==> src/hw/rtl/arpc_pkg.sv <==
// ----------------------------------------------------------------------------
// ARP cache package
// Shared types and constants for the ARP cache with entry aging.
// ----------------------------------------------------------------------------
`default_nettype none

package arpc_pkg;

  // Item actions; codes 6 and 7 are unused and do nothing
  typedef enum logic [2:0] {
    ACT_TICK   = 3'd0,
    ACT_LOOKUP = 3'd1,
    ACT_PACKET = 3'd2,
    ACT_DELETE = 3'd3,
    ACT_FLUSH  = 3'd4,
    ACT_READ   = 3'd5
  } action_e;

  typedef enum logic [1:0] {
    ST_IDLE,
    ST_SCAN,
    ST_AGE,
    ST_FINISH
  } state_e;

  // One table slot as stored in memory
  typedef struct packed {
    logic [31:0] ip;
    logic [47:0] mac;
    logic [31:0] stamp;
  } entry_t;

  // Configuration register indexes
  localparam int unsigned CFG_IDX_W = 2;
  localparam logic [CFG_IDX_W-1:0] CFG_OWN_IP      = 2'd0;
  localparam logic [CFG_IDX_W-1:0] CFG_TTL_MS      = 2'd1;
  localparam logic [CFG_IDX_W-1:0] CFG_MS_PER_TICK = 2'd2;

  localparam logic [31:0] TTL_MS_RST      = 32'd120000;
  localparam logic [9:0]  MS_PER_TICK_RST = 10'd10;

  localparam logic [15:0] OPC_REQUEST = 16'd1;

endpackage

`default_nettype wire

==> src/hw/rtl/arpc_req_if.sv <==
// ----------------------------------------------------------------------------
// ARP cache request channel
// Valid/ready channel carrying one action beat into the cache.
// ----------------------------------------------------------------------------
`default_nettype none

interface arpc_req_if;
  logic        valid;
  logic        ready;
  logic [2:0]  action;
  logic [31:0] ip_addr;
  logic [31:0] target_ip;
  logic [47:0] mac_addr;
  logic [15:0] arp_opcode;
  logic [3:0]  entry_index;

  modport source (
    output valid, action, ip_addr, target_ip, mac_addr, arp_opcode, entry_index,
    input  ready
  );

  modport sink (
    input  valid, action, ip_addr, target_ip, mac_addr, arp_opcode, entry_index,
    output ready
  );
endinterface

`default_nettype wire

==> src/hw/rtl/arpc_rsp_if.sv <==
// ----------------------------------------------------------------------------
// ARP cache response channel
// Valid/ready channel carrying one result beat out of the cache.
// ----------------------------------------------------------------------------
`default_nettype none

interface arpc_rsp_if;
  logic        valid;
  logic        ready;
  logic        status;
  logic [31:0] ip_out;
  logic [47:0] mac_out;
  logic [31:0] age_out;
  logic        send_reply;

  modport source (
    output valid, status, ip_out, mac_out, age_out, send_reply,
    input  ready
  );

  modport sink (
    input  valid, status, ip_out, mac_out, age_out, send_reply,
    output ready
  );
endinterface

`default_nettype wire

==> src/hw/rtl/arpc_store.sv <==
// ----------------------------------------------------------------------------
// ARP cache slot store
// Slot memory with one write port and one registered read port.
// ----------------------------------------------------------------------------
`default_nettype none

module arpc_store #(
  parameter int unsigned ENTRIES = 16,
  parameter int unsigned IW      = 4
) (
  input  wire logic             clk_i,
  input  wire logic             we_i,
  input  wire logic [IW-1:0]    waddr_i,
  input  arpc_pkg::entry_t      wdata_i,
  input  wire logic             re_i,
  input  wire logic [IW-1:0]    raddr_i,
  output arpc_pkg::entry_t      rdata_o
);
  import arpc_pkg::*;

  entry_t mem_q [ENTRIES];
  entry_t rdata_q;

  always_ff @(posedge clk_i) begin
    if (we_i) begin
      mem_q[waddr_i] <= wdata_i;
    end
  end

  always_ff @(posedge clk_i) begin
    if (re_i) begin
      rdata_q <= mem_q[raddr_i];
    end
  end

  assign rdata_o = rdata_q;

endmodule

`default_nettype wire

==> src/hw/rtl/arp_cache_with_aging_core.sv <==
// ----------------------------------------------------------------------------
// ARP cache with aging
// IPv4-to-MAC table with tick-based timestamps, expiry on lookup and learning
// from received ARP packets; one slot memory scanned by a small sequencer.
// ----------------------------------------------------------------------------
//   channel  dir  handshake          beat
//   req      in   valid/ready        action, addresses, opcode, entry index
//   rsp      out  valid/ready        status, ip, mac, age, send_reply
//   cfg      in   cfg_we_i only      register index, 32-bit write data
//
// Tick, flush, unused actions and packets that learn nothing go from accept
// straight to the finish step, which registers the result beat.
// Lookup, delete, learning packets and read scan every slot, one memory read
// per cycle, then age one matched slot before the finish step; the next beat
// is taken only once the sequencer is back in idle.
// Reset clears all valid bits and the time counter and sets the registers to their reset values at once.
// A held result beat stalls the finish step; a new beat is taken while the
// previous result still waits.
// ----------------------------------------------------------------------------
`default_nettype none

module arp_cache_with_aging_core #(
  parameter int unsigned ENTRIES = 16
) (
  input  wire logic                          clk_i,
  input  wire logic                          rst_ni,
  arpc_req_if.sink                           req,
  arpc_rsp_if.source                         rsp,
  input  wire logic                          cfg_we_i,
  input  wire logic [arpc_pkg::CFG_IDX_W-1:0] cfg_idx_i,
  input  wire logic [31:0]                   cfg_wdata_i
);
  import arpc_pkg::*;

  localparam int unsigned IW = (ENTRIES > 1) ? $clog2(ENTRIES) : 1;
  localparam int unsigned CW = (IW + 1 > 4) ? IW + 1 : 4;
  localparam logic [IW:0]   SCAN_END = (IW + 1)'(ENTRIES);
  localparam logic [IW-1:0] LAST_IDX = IW'(ENTRIES - 1);

  // configuration
  logic [31:0] own_ip_q, ttl_q;
  logic [9:0]  mpt_q;

  always_ff @(posedge clk_i or negedge rst_ni) begin
    if (!rst_ni) begin
      own_ip_q <= '0;
      ttl_q    <= TTL_MS_RST;
      mpt_q    <= MS_PER_TICK_RST;
    end else if (cfg_we_i) begin
      case (cfg_idx_i)
        CFG_OWN_IP:      own_ip_q <= cfg_wdata_i;
        CFG_TTL_MS:      ttl_q    <= cfg_wdata_i;
        CFG_MS_PER_TICK: mpt_q    <= cfg_wdata_i[9:0];
        default: ;
      endcase
    end
  end

  // control state
  state_e             state_q, state_d;
  logic [ENTRIES-1:0] valid_q, valid_d;
  logic [31:0]        now_q, now_d;
  logic [IW:0]        scan_q, scan_d;
  logic               rd_vld_q, rd_vld_d;
  logic [IW-1:0]      rd_idx_q, rd_idx_d;
  logic [CW-1:0]      cnt_q, cnt_d;
  logic               hit_q, hit_d;
  logic               free_fnd_q, free_fnd_d;
  logic               out_vld_q, out_vld_d;

  // datapath
  action_e       act_q, act_d;
  logic [31:0]   ip_q, ip_d, tgt_q, tgt_d;
  logic [47:0]   mac_q, mac_d;
  logic [15:0]   op_q, op_d;
  logic [3:0]    eidx_q, eidx_d;
  logic [IW-1:0] hit_idx_q, hit_idx_d, free_idx_q, free_idx_d, old_idx_q, old_idx_d;
  logic [31:0]   hit_ip_q, hit_ip_d, hit_stamp_q, hit_stamp_d, old_stamp_q, old_stamp_d;
  logic [47:0]   hit_mac_q, hit_mac_d;
  logic [31:0]   age_q, age_d;
  logic          status_q, status_d, reply_q, reply_d;
  logic [31:0]   ipo_q, ipo_d, ageo_q, ageo_d;
  logic [47:0]   maco_q, maco_d;

  // store ports
  logic          st_we, st_re;
  logic [IW-1:0] st_waddr;
  entry_t        st_wdata, st_rdata;

  arpc_store #(.ENTRIES(ENTRIES), .IW(IW)) u_store (
    .clk_i   (clk_i),
    .we_i    (st_we),
    .waddr_i (st_waddr),
    .wdata_i (st_wdata),
    .re_i    (st_re),
    .raddr_i (scan_q[IW-1:0]),
    .rdata_o (st_rdata)
  );

  logic        req_fire, out_free, fin_go, ent_v, sel_hit, learn_w, expired_w, found_w;
  logic [IW-1:0] lrn_idx;
  logic [41:0] prod_w;

  assign req_fire  = req.valid && req.ready;
  assign out_free  = !out_vld_q || rsp.ready;
  assign fin_go    = (state_q == ST_FINISH) && out_free;
  assign ent_v     = valid_q[rd_idx_q];
  assign sel_hit   = (act_q == ACT_READ) ? (ent_v && cnt_q == CW'(eidx_q))
                                         : (ent_v && st_rdata.ip == ip_q);
  assign learn_w   = (act_q == ACT_PACKET) && (ip_q != '0) && (tgt_q == own_ip_q);
  assign expired_w = hit_q && (act_q != ACT_READ) && (age_q > ttl_q);
  assign found_w   = hit_q && !expired_w;
  assign prod_w    = {10'd0, now_q - hit_stamp_q} * {32'd0, mpt_q};

  // pick the slot a learned sender goes to
  always_comb begin
    if (found_w) begin
      lrn_idx = hit_idx_q;
    end else if (hit_q) begin
      lrn_idx = (free_fnd_q && free_idx_q < hit_idx_q) ? free_idx_q : hit_idx_q;
    end else if (free_fnd_q) begin
      lrn_idx = free_idx_q;
    end else begin
      lrn_idx = old_idx_q;
    end
  end

  // next state
  always_comb begin
    state_d = state_q;
    unique case (state_q)
      ST_IDLE: begin
        if (req_fire) begin
          unique case (action_e'(req.action))
            ACT_LOOKUP, ACT_DELETE, ACT_READ: state_d = ST_SCAN;
            ACT_PACKET: begin
              if (req.ip_addr != '0 && req.target_ip == own_ip_q) begin
                state_d = ST_SCAN;
              end else begin
                state_d = ST_FINISH;
              end
            end
            default: state_d = ST_FINISH;
          endcase
        end
      end
      ST_SCAN: begin
        if (rd_vld_q && rd_idx_q == LAST_IDX) begin
          state_d = ST_AGE;
        end
      end
      ST_AGE:    state_d = ST_FINISH;
      ST_FINISH: begin
        if (out_free) begin
          state_d = ST_IDLE;
        end
      end
      default:   state_d = ST_IDLE;
    endcase
  end

  // datapath and outputs
  always_comb begin
    act_d       = act_q;
    ip_d        = ip_q;
    tgt_d       = tgt_q;
    mac_d       = mac_q;
    op_d        = op_q;
    eidx_d      = eidx_q;
    valid_d     = valid_q;
    now_d       = now_q;
    scan_d      = scan_q;
    rd_vld_d    = 1'b0;
    rd_idx_d    = rd_idx_q;
    cnt_d       = cnt_q;
    hit_d       = hit_q;
    free_fnd_d  = free_fnd_q;
    hit_idx_d   = hit_idx_q;
    hit_ip_d    = hit_ip_q;
    hit_mac_d   = hit_mac_q;
    hit_stamp_d = hit_stamp_q;
    free_idx_d  = free_idx_q;
    old_idx_d   = old_idx_q;
    old_stamp_d = old_stamp_q;
    age_d       = age_q;
    out_vld_d   = out_vld_q && !rsp.ready;
    status_d    = status_q;
    ipo_d       = ipo_q;
    maco_d      = maco_q;
    ageo_d      = ageo_q;
    reply_d     = reply_q;
    st_we       = 1'b0;
    st_re       = 1'b0;
    st_waddr    = lrn_idx;
    st_wdata    = '{ip: ip_q, mac: mac_q, stamp: now_q};

    unique case (state_q)
      ST_IDLE: begin
        if (req_fire) begin
          act_d      = action_e'(req.action);
          ip_d       = req.ip_addr;
          tgt_d      = req.target_ip;
          mac_d      = req.mac_addr;
          op_d       = req.arp_opcode;
          eidx_d     = req.entry_index;
          scan_d     = '0;
          cnt_d      = '0;
          hit_d      = 1'b0;
          free_fnd_d = 1'b0;
        end
      end
      ST_SCAN: begin
        // issue one read per cycle, examine the one issued last cycle
        if (scan_q != SCAN_END) begin
          st_re    = 1'b1;
          rd_vld_d = 1'b1;
          rd_idx_d = scan_q[IW-1:0];
          scan_d   = scan_q + 1'b1;
        end
        if (rd_vld_q) begin
          if (sel_hit && !hit_q) begin
            hit_d       = 1'b1;
            hit_idx_d   = rd_idx_q;
            hit_ip_d    = st_rdata.ip;
            hit_mac_d   = st_rdata.mac;
            hit_stamp_d = st_rdata.stamp;
          end
          if (ent_v) begin
            cnt_d = cnt_q + 1'b1;
          end
          if (!ent_v && !free_fnd_q) begin
            free_fnd_d = 1'b1;
            free_idx_d = rd_idx_q;
          end
          if (rd_idx_q == '0 || st_rdata.stamp < old_stamp_q) begin
            old_idx_d   = rd_idx_q;
            old_stamp_d = st_rdata.stamp;
          end
        end
      end
      ST_AGE: begin
        age_d = prod_w[31:0];
      end
      ST_FINISH: begin
        if (out_free) begin
          out_vld_d = 1'b1;
          status_d  = 1'b0;
          ipo_d     = '0;
          maco_d    = '0;
          ageo_d    = '0;
          reply_d   = 1'b0;
          unique case (act_q)
            ACT_TICK:   now_d = now_q + 1'b1;
            ACT_LOOKUP: begin
              status_d = !found_w;
              if (found_w) begin
                maco_d = hit_mac_q;
              end
              if (expired_w) begin
                valid_d[hit_idx_q] = 1'b0;
              end
            end
            ACT_PACKET: begin
              if (learn_w) begin
                if (expired_w) begin
                  valid_d[hit_idx_q] = 1'b0;
                end
                valid_d[lrn_idx] = 1'b1;
                st_we = 1'b1;
              end
              if (op_q == OPC_REQUEST && own_ip_q != '0 && tgt_q == own_ip_q) begin
                reply_d = 1'b1;
                ipo_d   = ip_q;
                maco_d  = mac_q;
              end
            end
            ACT_DELETE: begin
              status_d = !found_w;
              if (hit_q) begin
                valid_d[hit_idx_q] = 1'b0;
              end
            end
            ACT_FLUSH:  valid_d = '0;
            ACT_READ: begin
              status_d = !hit_q;
              if (hit_q) begin
                ipo_d  = hit_ip_q;
                maco_d = hit_mac_q;
                ageo_d = age_q;
              end
            end
            default: ;
          endcase
        end
      end
      default: ;
    endcase
  end

  always_ff @(posedge clk_i or negedge rst_ni) begin
    if (!rst_ni) begin
      state_q    <= ST_IDLE;
      valid_q    <= '0;
      now_q      <= '0;
      scan_q     <= '0;
      rd_vld_q   <= 1'b0;
      rd_idx_q   <= '0;
      cnt_q      <= '0;
      hit_q      <= 1'b0;
      free_fnd_q <= 1'b0;
      out_vld_q  <= 1'b0;
    end else begin
      state_q    <= state_d;
      valid_q    <= valid_d;
      now_q      <= now_d;
      scan_q     <= scan_d;
      rd_vld_q   <= rd_vld_d;
      rd_idx_q   <= rd_idx_d;
      cnt_q      <= cnt_d;
      hit_q      <= hit_d;
      free_fnd_q <= free_fnd_d;
      out_vld_q  <= out_vld_d;
    end
  end

  always_ff @(posedge clk_i) begin
    act_q       <= act_d;
    ip_q        <= ip_d;
    tgt_q       <= tgt_d;
    mac_q       <= mac_d;
    op_q        <= op_d;
    eidx_q      <= eidx_d;
    hit_idx_q   <= hit_idx_d;
    hit_ip_q    <= hit_ip_d;
    hit_mac_q   <= hit_mac_d;
    hit_stamp_q <= hit_stamp_d;
    free_idx_q  <= free_idx_d;
    old_idx_q   <= old_idx_d;
    old_stamp_q <= old_stamp_d;
    age_q       <= age_d;
    status_q    <= status_d;
    ipo_q       <= ipo_d;
    maco_q      <= maco_d;
    ageo_q      <= ageo_d;
    reply_q     <= reply_d;
  end

  assign req.ready      = (state_q == ST_IDLE);
  assign rsp.valid      = out_vld_q;
  assign rsp.status     = status_q;
  assign rsp.ip_out     = ipo_q;
  assign rsp.mac_out    = maco_q;
  assign rsp.age_out    = ageo_q;
  assign rsp.send_reply = reply_q;

`ifndef SYNTHESIS
  a_rsp_from_finish : assert property (@(posedge clk_i) disable iff (!rst_ni)
    $rose(out_vld_q) |-> $past(state_q == ST_FINISH))
    else $error("result beat raised outside the finish step");

  a_read_in_scan : assert property (@(posedge clk_i) disable iff (!rst_ni)
    rd_vld_q |-> state_q == ST_SCAN)
    else $error("slot read pending outside the scan");

  a_learn_sets_valid : assert property (@(posedge clk_i) disable iff (!rst_ni)
    (fin_go && learn_w) |=> valid_q[$past(lrn_idx)])
    else $error("learned slot not marked valid");

  a_flush_clears : assert property (@(posedge clk_i) disable iff (!rst_ni)
    (fin_go && act_q == ACT_FLUSH) |=> valid_q == '0)
    else $error("flush left a valid slot");
`endif

endmodule

`default_nettype wire

==> src/flat_wrapper.sv <==
// flat-port wrapper written by rule: the top's interface ports become plain ports
module arp_cache_with_aging_core_flat import arpc_pkg::*;
#(
  parameter int unsigned ENTRIES = 16
)
  (clk_i, rst_ni, cfg_we_i, cfg_idx_i, cfg_wdata_i, req_valid, req_action, req_ip_addr, req_target_ip, req_mac_addr, req_arp_opcode, req_entry_index, req_ready, rsp_valid, rsp_status, rsp_ip_out, rsp_mac_out, rsp_age_out, rsp_send_reply, rsp_ready);
  arpc_req_if req_i ();
  arpc_rsp_if rsp_i ();
  input  wire logic clk_i;
  input  wire logic rst_ni;
  input  wire logic cfg_we_i;
  input  wire logic [arpc_pkg::CFG_IDX_W-1:0] cfg_idx_i;
  input  wire logic [31:0] cfg_wdata_i;
  input wire logic [$bits(req_i.valid)-1:0] req_valid;
  input wire logic [$bits(req_i.action)-1:0] req_action;
  input wire logic [$bits(req_i.ip_addr)-1:0] req_ip_addr;
  input wire logic [$bits(req_i.target_ip)-1:0] req_target_ip;
  input wire logic [$bits(req_i.mac_addr)-1:0] req_mac_addr;
  input wire logic [$bits(req_i.arp_opcode)-1:0] req_arp_opcode;
  input wire logic [$bits(req_i.entry_index)-1:0] req_entry_index;
  output wire logic [$bits(req_i.ready)-1:0] req_ready;
  output wire logic [$bits(rsp_i.valid)-1:0] rsp_valid;
  output wire logic [$bits(rsp_i.status)-1:0] rsp_status;
  output wire logic [$bits(rsp_i.ip_out)-1:0] rsp_ip_out;
  output wire logic [$bits(rsp_i.mac_out)-1:0] rsp_mac_out;
  output wire logic [$bits(rsp_i.age_out)-1:0] rsp_age_out;
  output wire logic [$bits(rsp_i.send_reply)-1:0] rsp_send_reply;
  input wire logic [$bits(rsp_i.ready)-1:0] rsp_ready;
  assign req_i.valid = req_valid;
  assign req_i.action = req_action;
  assign req_i.ip_addr = req_ip_addr;
  assign req_i.target_ip = req_target_ip;
  assign req_i.mac_addr = req_mac_addr;
  assign req_i.arp_opcode = req_arp_opcode;
  assign req_i.entry_index = req_entry_index;
  assign req_ready = req_i.ready;
  assign rsp_valid = rsp_i.valid;
  assign rsp_status = rsp_i.status;
  assign rsp_ip_out = rsp_i.ip_out;
  assign rsp_mac_out = rsp_i.mac_out;
  assign rsp_age_out = rsp_i.age_out;
  assign rsp_send_reply = rsp_i.send_reply;
  assign rsp_i.ready = rsp_ready;
  arp_cache_with_aging_core #(.ENTRIES(ENTRIES)) u_core (.clk_i(clk_i), .rst_ni(rst_ni), .req(req_i), .rsp(rsp_i), .cfg_we_i(cfg_we_i), .cfg_idx_i(cfg_idx_i), .cfg_wdata_i(cfg_wdata_i));
endmodule
==> config.mk <==
export PLATFORM = sky130hd
export DESIGN_NAME = arp_cache_with_aging_core_flat
export DESIGN_NICKNAME = d
export VERILOG_FILES = /design/src/hw/rtl/arpc_pkg.sv /design/src/hw/rtl/arpc_req_if.sv /design/src/hw/rtl/arpc_rsp_if.sv /design/src/hw/rtl/arpc_store.sv /design/src/hw/rtl/arp_cache_with_aging_core.sv /design/src/flat_wrapper.sv
export SDC_FILE = /design/constraint.sdc
export NUM_CORES = 2
export LEC_CHECK = 0
export ABC_AREA = 1
export BUFFER_PORTS_ARGS = -buffer_cell sky130_fd_sc_hd__buf_2
export CELL_PAD_IN_SITES_DETAIL_PLACEMENT = 1
export CELL_PAD_IN_SITES_GLOBAL_PLACEMENT = 1
export CORE_UTILIZATION = 50
export DETAILED_ROUTE_END_ITERATION = 10
export GPL_ROUTABILITY_DRIVEN = 1
export PLACE_DENSITY = 0.82
export SYNTH_ARGS = -nofsm -noshare
export SYNTH_HDL_FRONTEND = slang
export SYNTH_HIERARCHICAL = 1
export SYNTH_SLANG_ARGS = --single-unit
==> constraint.sdc <==
create_clock -name clk_i -period 9.2 [get_ports clk_i]
set_input_delay 0.46 -clock clk_i [delete_from_list [all_inputs] [get_ports clk_i]]
set_output_delay 0.46 -clock clk_i [all_outputs]
set_load 0.01 [all_outputs]
==> results.yml <==
logic_synthesis:
  synth_cell_type_count: 63
  synthCells: 11000
  synth.cell_area_um2: 115000
  share_of_the_synthesized_area_in_the_top_cell_type_pct: 61.2
  average_cell_area_after_synthesis_um2: 10.4
  ys.flop_type: "sky130_fd_sc_hd__edfxtp_1"
  ys_top_cells_by_area: "sky130_fd_sc_hd__edfxtp_1 (61%), sky130_fd_sc_hd__nand2_1 (10%), sky130_fd_sc_hd__nand3_1 (7.1%)"
  leading_cell_types_by_count_after_synthesis: "sky130_fd_sc_hd__nand2_1 (3136), sky130_fd_sc_hd__edfxtp_1 (2341), sky130_fd_sc_hd__inv_1 (1952)"
  syn_nets: 11500
  synth_most_common_cell: "sky130_fd_sc_hd__nand2_1"
  synth.ff_latch_count: 2483
  async_flop_share_pct: 5.72
  synth_seq_area_share_pct: 64.3
  synth_enable_flop_cells: 2341
  synthDominantAreaCellType: "sky130_fd_sc_hd__edfxtp_1"
  yosysWarnings: 6
route:
  drt_first_pass_iters: 6
  post-route-drc-count: 0
  drt.antenna.violating_nets: 0
  routed_wirelength_um: 386000
  drt-initial-drc-count: 8942
  routedWlPerCell_um: 26.5
  routed-via-count: 85900
  vias_per_cell: 5.88
power:
  total_power_density_per_cell_area_nw_per_um2: 291
  total_leakage_power_uw: 0.0553
  report.power.total_uw: 37500
  power.ir.vdd_worst_uv: 356
worst_setup_path:
  cp-start-kind: "flip-flop"
  worst_path_max_delay_cell: "sky130_fd_sc_hd__dfrtp_1"
  ff2ff_path_depth: 36
  critPathRequiredTime_ns: 9.87
  critical_path.endpoint_type: "flip-flop"
  worst-path-max-fanout: 20
  timing_worst_setup_path_type: "reg -> reg"
  critical_path_arrival_ns: 8.76
  crit-reg2reg-capture: "u_core/age_q[29]$_DFFE_PP_"
  timing.critical_path.slowest_cell_delay_ns: 0.76
  worst_path_most_repeated_cell: "sky130_fd_sc_hd__nand2_1"
  setup.reg_to_reg.worst_slack_ns: 1.11
  critical_path.reg2reg.startpoint: "u_core/now_q[0]$_DFFE_PN0P_"
clocking:
  cts_tree: "yes"
  clkSlewWorstSetupHoldPaths_ns: 0.06
  cts.sink_count: 2483
  htree_levels: 5
  post_cts_resize_count: 0
  cts-root-to-sink-buffers: 4
  clkLatencyLatePin_ns: 0.95
  clock-root-buffer: "sky130_fd_sc_hd__clkbuf_16"
  num_cts_buffers: 276
timing:
  setup_total_negative_slack_ns: 0
  tightestPinTransition_ns: 1.24
  timing.final.setup_violations: 0
  rsz0062_at_grt: "no"
  hold_violations: 0
  finalClockSkew_ns: 0.0786
  period_share_pct: 87.9
  worst_slew_margin_rel_pct: 16.3
  setup_ws_ns: 1.11
  max_clock_freq_mhz: 124
  timing_max_transition_violations_final: 0
  timing.final.crit_period_ns: 8.09
die:
  fp.coreArea_um2: 228000
  rows: 175
  floorplan.initialDensity_pct: 50.4
  die_width_um: 481
  dieHeight_um: 481
  top_level_ports: 290
  die_area_um2: 232000
placement:
  gp_routability_congestion: 0.875
  numPortBuffers: 289
  post_dp_cell_area_um2: 119000
  hpwl_um: 209000
  place_worst_setup_slack_ns: 1.06
cells_and_area:
  drive_above_1_share_pct: 7.06
  nets: 11900
  layout_cell_area_excl_fill_um2: 129000
  syn_to_final_growth_pct: 12.3
  fill_cells: 24100
worst_hold_path:
  hold_path.class: "in -> async"
global_route:
  antenna_found_initial: 22
  via_count_of_the_first_global_routing_pass: 93300
  grt.total_usage_pct: 33.0
  grt_start_max_net_pins: 175
  overflow_after_grt: 0
  grt_first_pass_wirelength_um: 572000
run_status:
  status: "completed"
job:
  drv_cap: 0
-- worst max-delay path: cells and delay by family (launching register included) --
family | cells | cell delay, ns
and+or+nand+nor | 18 | 2.17
AOI/OAI and AO/OA | 3 | 0.70
DFF | 1 | 0.76
buffers and inverters | 6 | 0.58
adders and majority gates | 8 | 3.58
xor gates and xnor gates | 1 | 0.06
-- how the worst max path moves through the flow --
stage,startpoint,endpoint
floorplan,u_core/ttl_q[7]$_DFFE_PN1P_,u_core/u_store/mem_q[4][0]$_DFFE_PP_
global placement,u_core/now_q[0]$_DFFE_PN0P_,u_core/age_q[29]$_DFFE_PP_
detailed placement,u_core/now_q[0]$_DFFE_PN0P_,u_core/age_q[29]$_DFFE_PP_
CTS,u_core/now_q[0]$_DFFE_PN0P_,u_core/age_q[29]$_DFFE_PP_
global route,u_core/now_q[0]$_DFFE_PN0P_,u_core/age_q[29]$_DFFE_PP_
finish,u_core/now_q[0]$_DFFE_PN0P_,u_core/age_q[29]$_DFFE_PP_
-- routing by layer --
layer  vias up  global-route usage [%]  routed length, um
li1      36500                       -                  -
met1     43300                    40.8             144000
met2      4743                    56.2             189000
met3      1247                    5.65              33600
met4        12                    16.1              20000
met5         -                       0                 76
-- logic make-up (layout without fill, tap and decap cells) --
kind of cell	count (synthesis)	after routing	share of synthesized area, %
other cells	0	11	0
buf+inv	2420	2991	8.45
fa+ha+maj	350	350	5.11
compound gates	364	364	1.76
simple gates	5260	5260	19.4
xor+xnor	132	132	1.01
flops	2483	2483	64.3
-- registers in the layout, summed over array words and instances, names as in the netlist, 10 cells and up --
name and count:
u_core/age_q 32, u_core/hit_ip_q 32, u_core/hit_mac_q 48, u_core/hit_stamp_q 32, u_core/ip_q 32, u_core/mac_q 48, u_core/mpt_q 10, u_core/now_q 32
u_core/old_stamp_q 32, u_core/op_q 16, u_core/own_ip_q 32, u_core/rsp.age_out 32, u_core/rsp.ip_out 32, u_core/rsp.mac_out 48, u_core/tgt_q 32, u_core/ttl_q 32
u_core/u_store/mem_q 1792, u_core/u_store/rdata_o 112, u_core/valid_q 16
-- placed cells by master, fill, tap and decap left out, drive strengths merged, types with 60 or more instances in the layout --
cell / netlist / routed
a21oi: 112 / 112
dfrtp: 133 / 133
nand2: 3141 / 3141
nand3: 1631 / 1631
clkbuf: 156 / 357
xor2: 60 / 60
nor2: 337 / 337
dlygate4sd3: 0 / 170
buf: 307 / 399
o21ai: 172 / 172
clkinv: 1 / 90
edfxtp: 2341 / 2341
fa: 199 / 199
xnor2: 72 / 72
ha: 151 / 151
inv: 1956 / 1959
-- stage by stage --
stage | hold WS, ns | util (%) | cells
final | 0.189 | 56.6 | 14600
after global routing | 0.221 | 56.6 | 14600
after detailed placement | 0.405 | 52.2 | 14000
after floorplan | 0.164 | - | 11000
after CTS | 0.128 | 56.6 | 14600
after global placement | 0.401 | 52.2 | 14000
-- what timing repair did --
action,4_1_cts,5_1_grt
endpoints found under the hold margin,296,0
setup buffers,0,0
hold buffers,170,0
-- power breakdown --
| group | leakage (uW) | internal [uW] | switching (uW) |
|---|---|---|---|
| Sequential | 0.0231 | 13900 | 947 |
| Clock | 0.00406 | 6070 | 4520 |
| Combinational | 0.0282 | 3770 | 8310 |
| Total | 0.0553 | 23700 | 13800 |
-- layout make-up --
type / instances / area, um2 / share of cell area (%)
flip-flops and latches: 2483 / 73900 / 57.3
multi-input cells: 6106 / 31400 / 24.4
clock buffers: 357 / 7440 / 5.77
inverters: 1957 / 7380 / 5.73
repair buffers: 569 / 4170 / 3.23
well taps: 3009 / 3760 / 2.92
clock inverters: 108 / 866 / 0.671
diodes: 11 / 27.5 / 0.0213
Power figures use the tool's default switching activity.
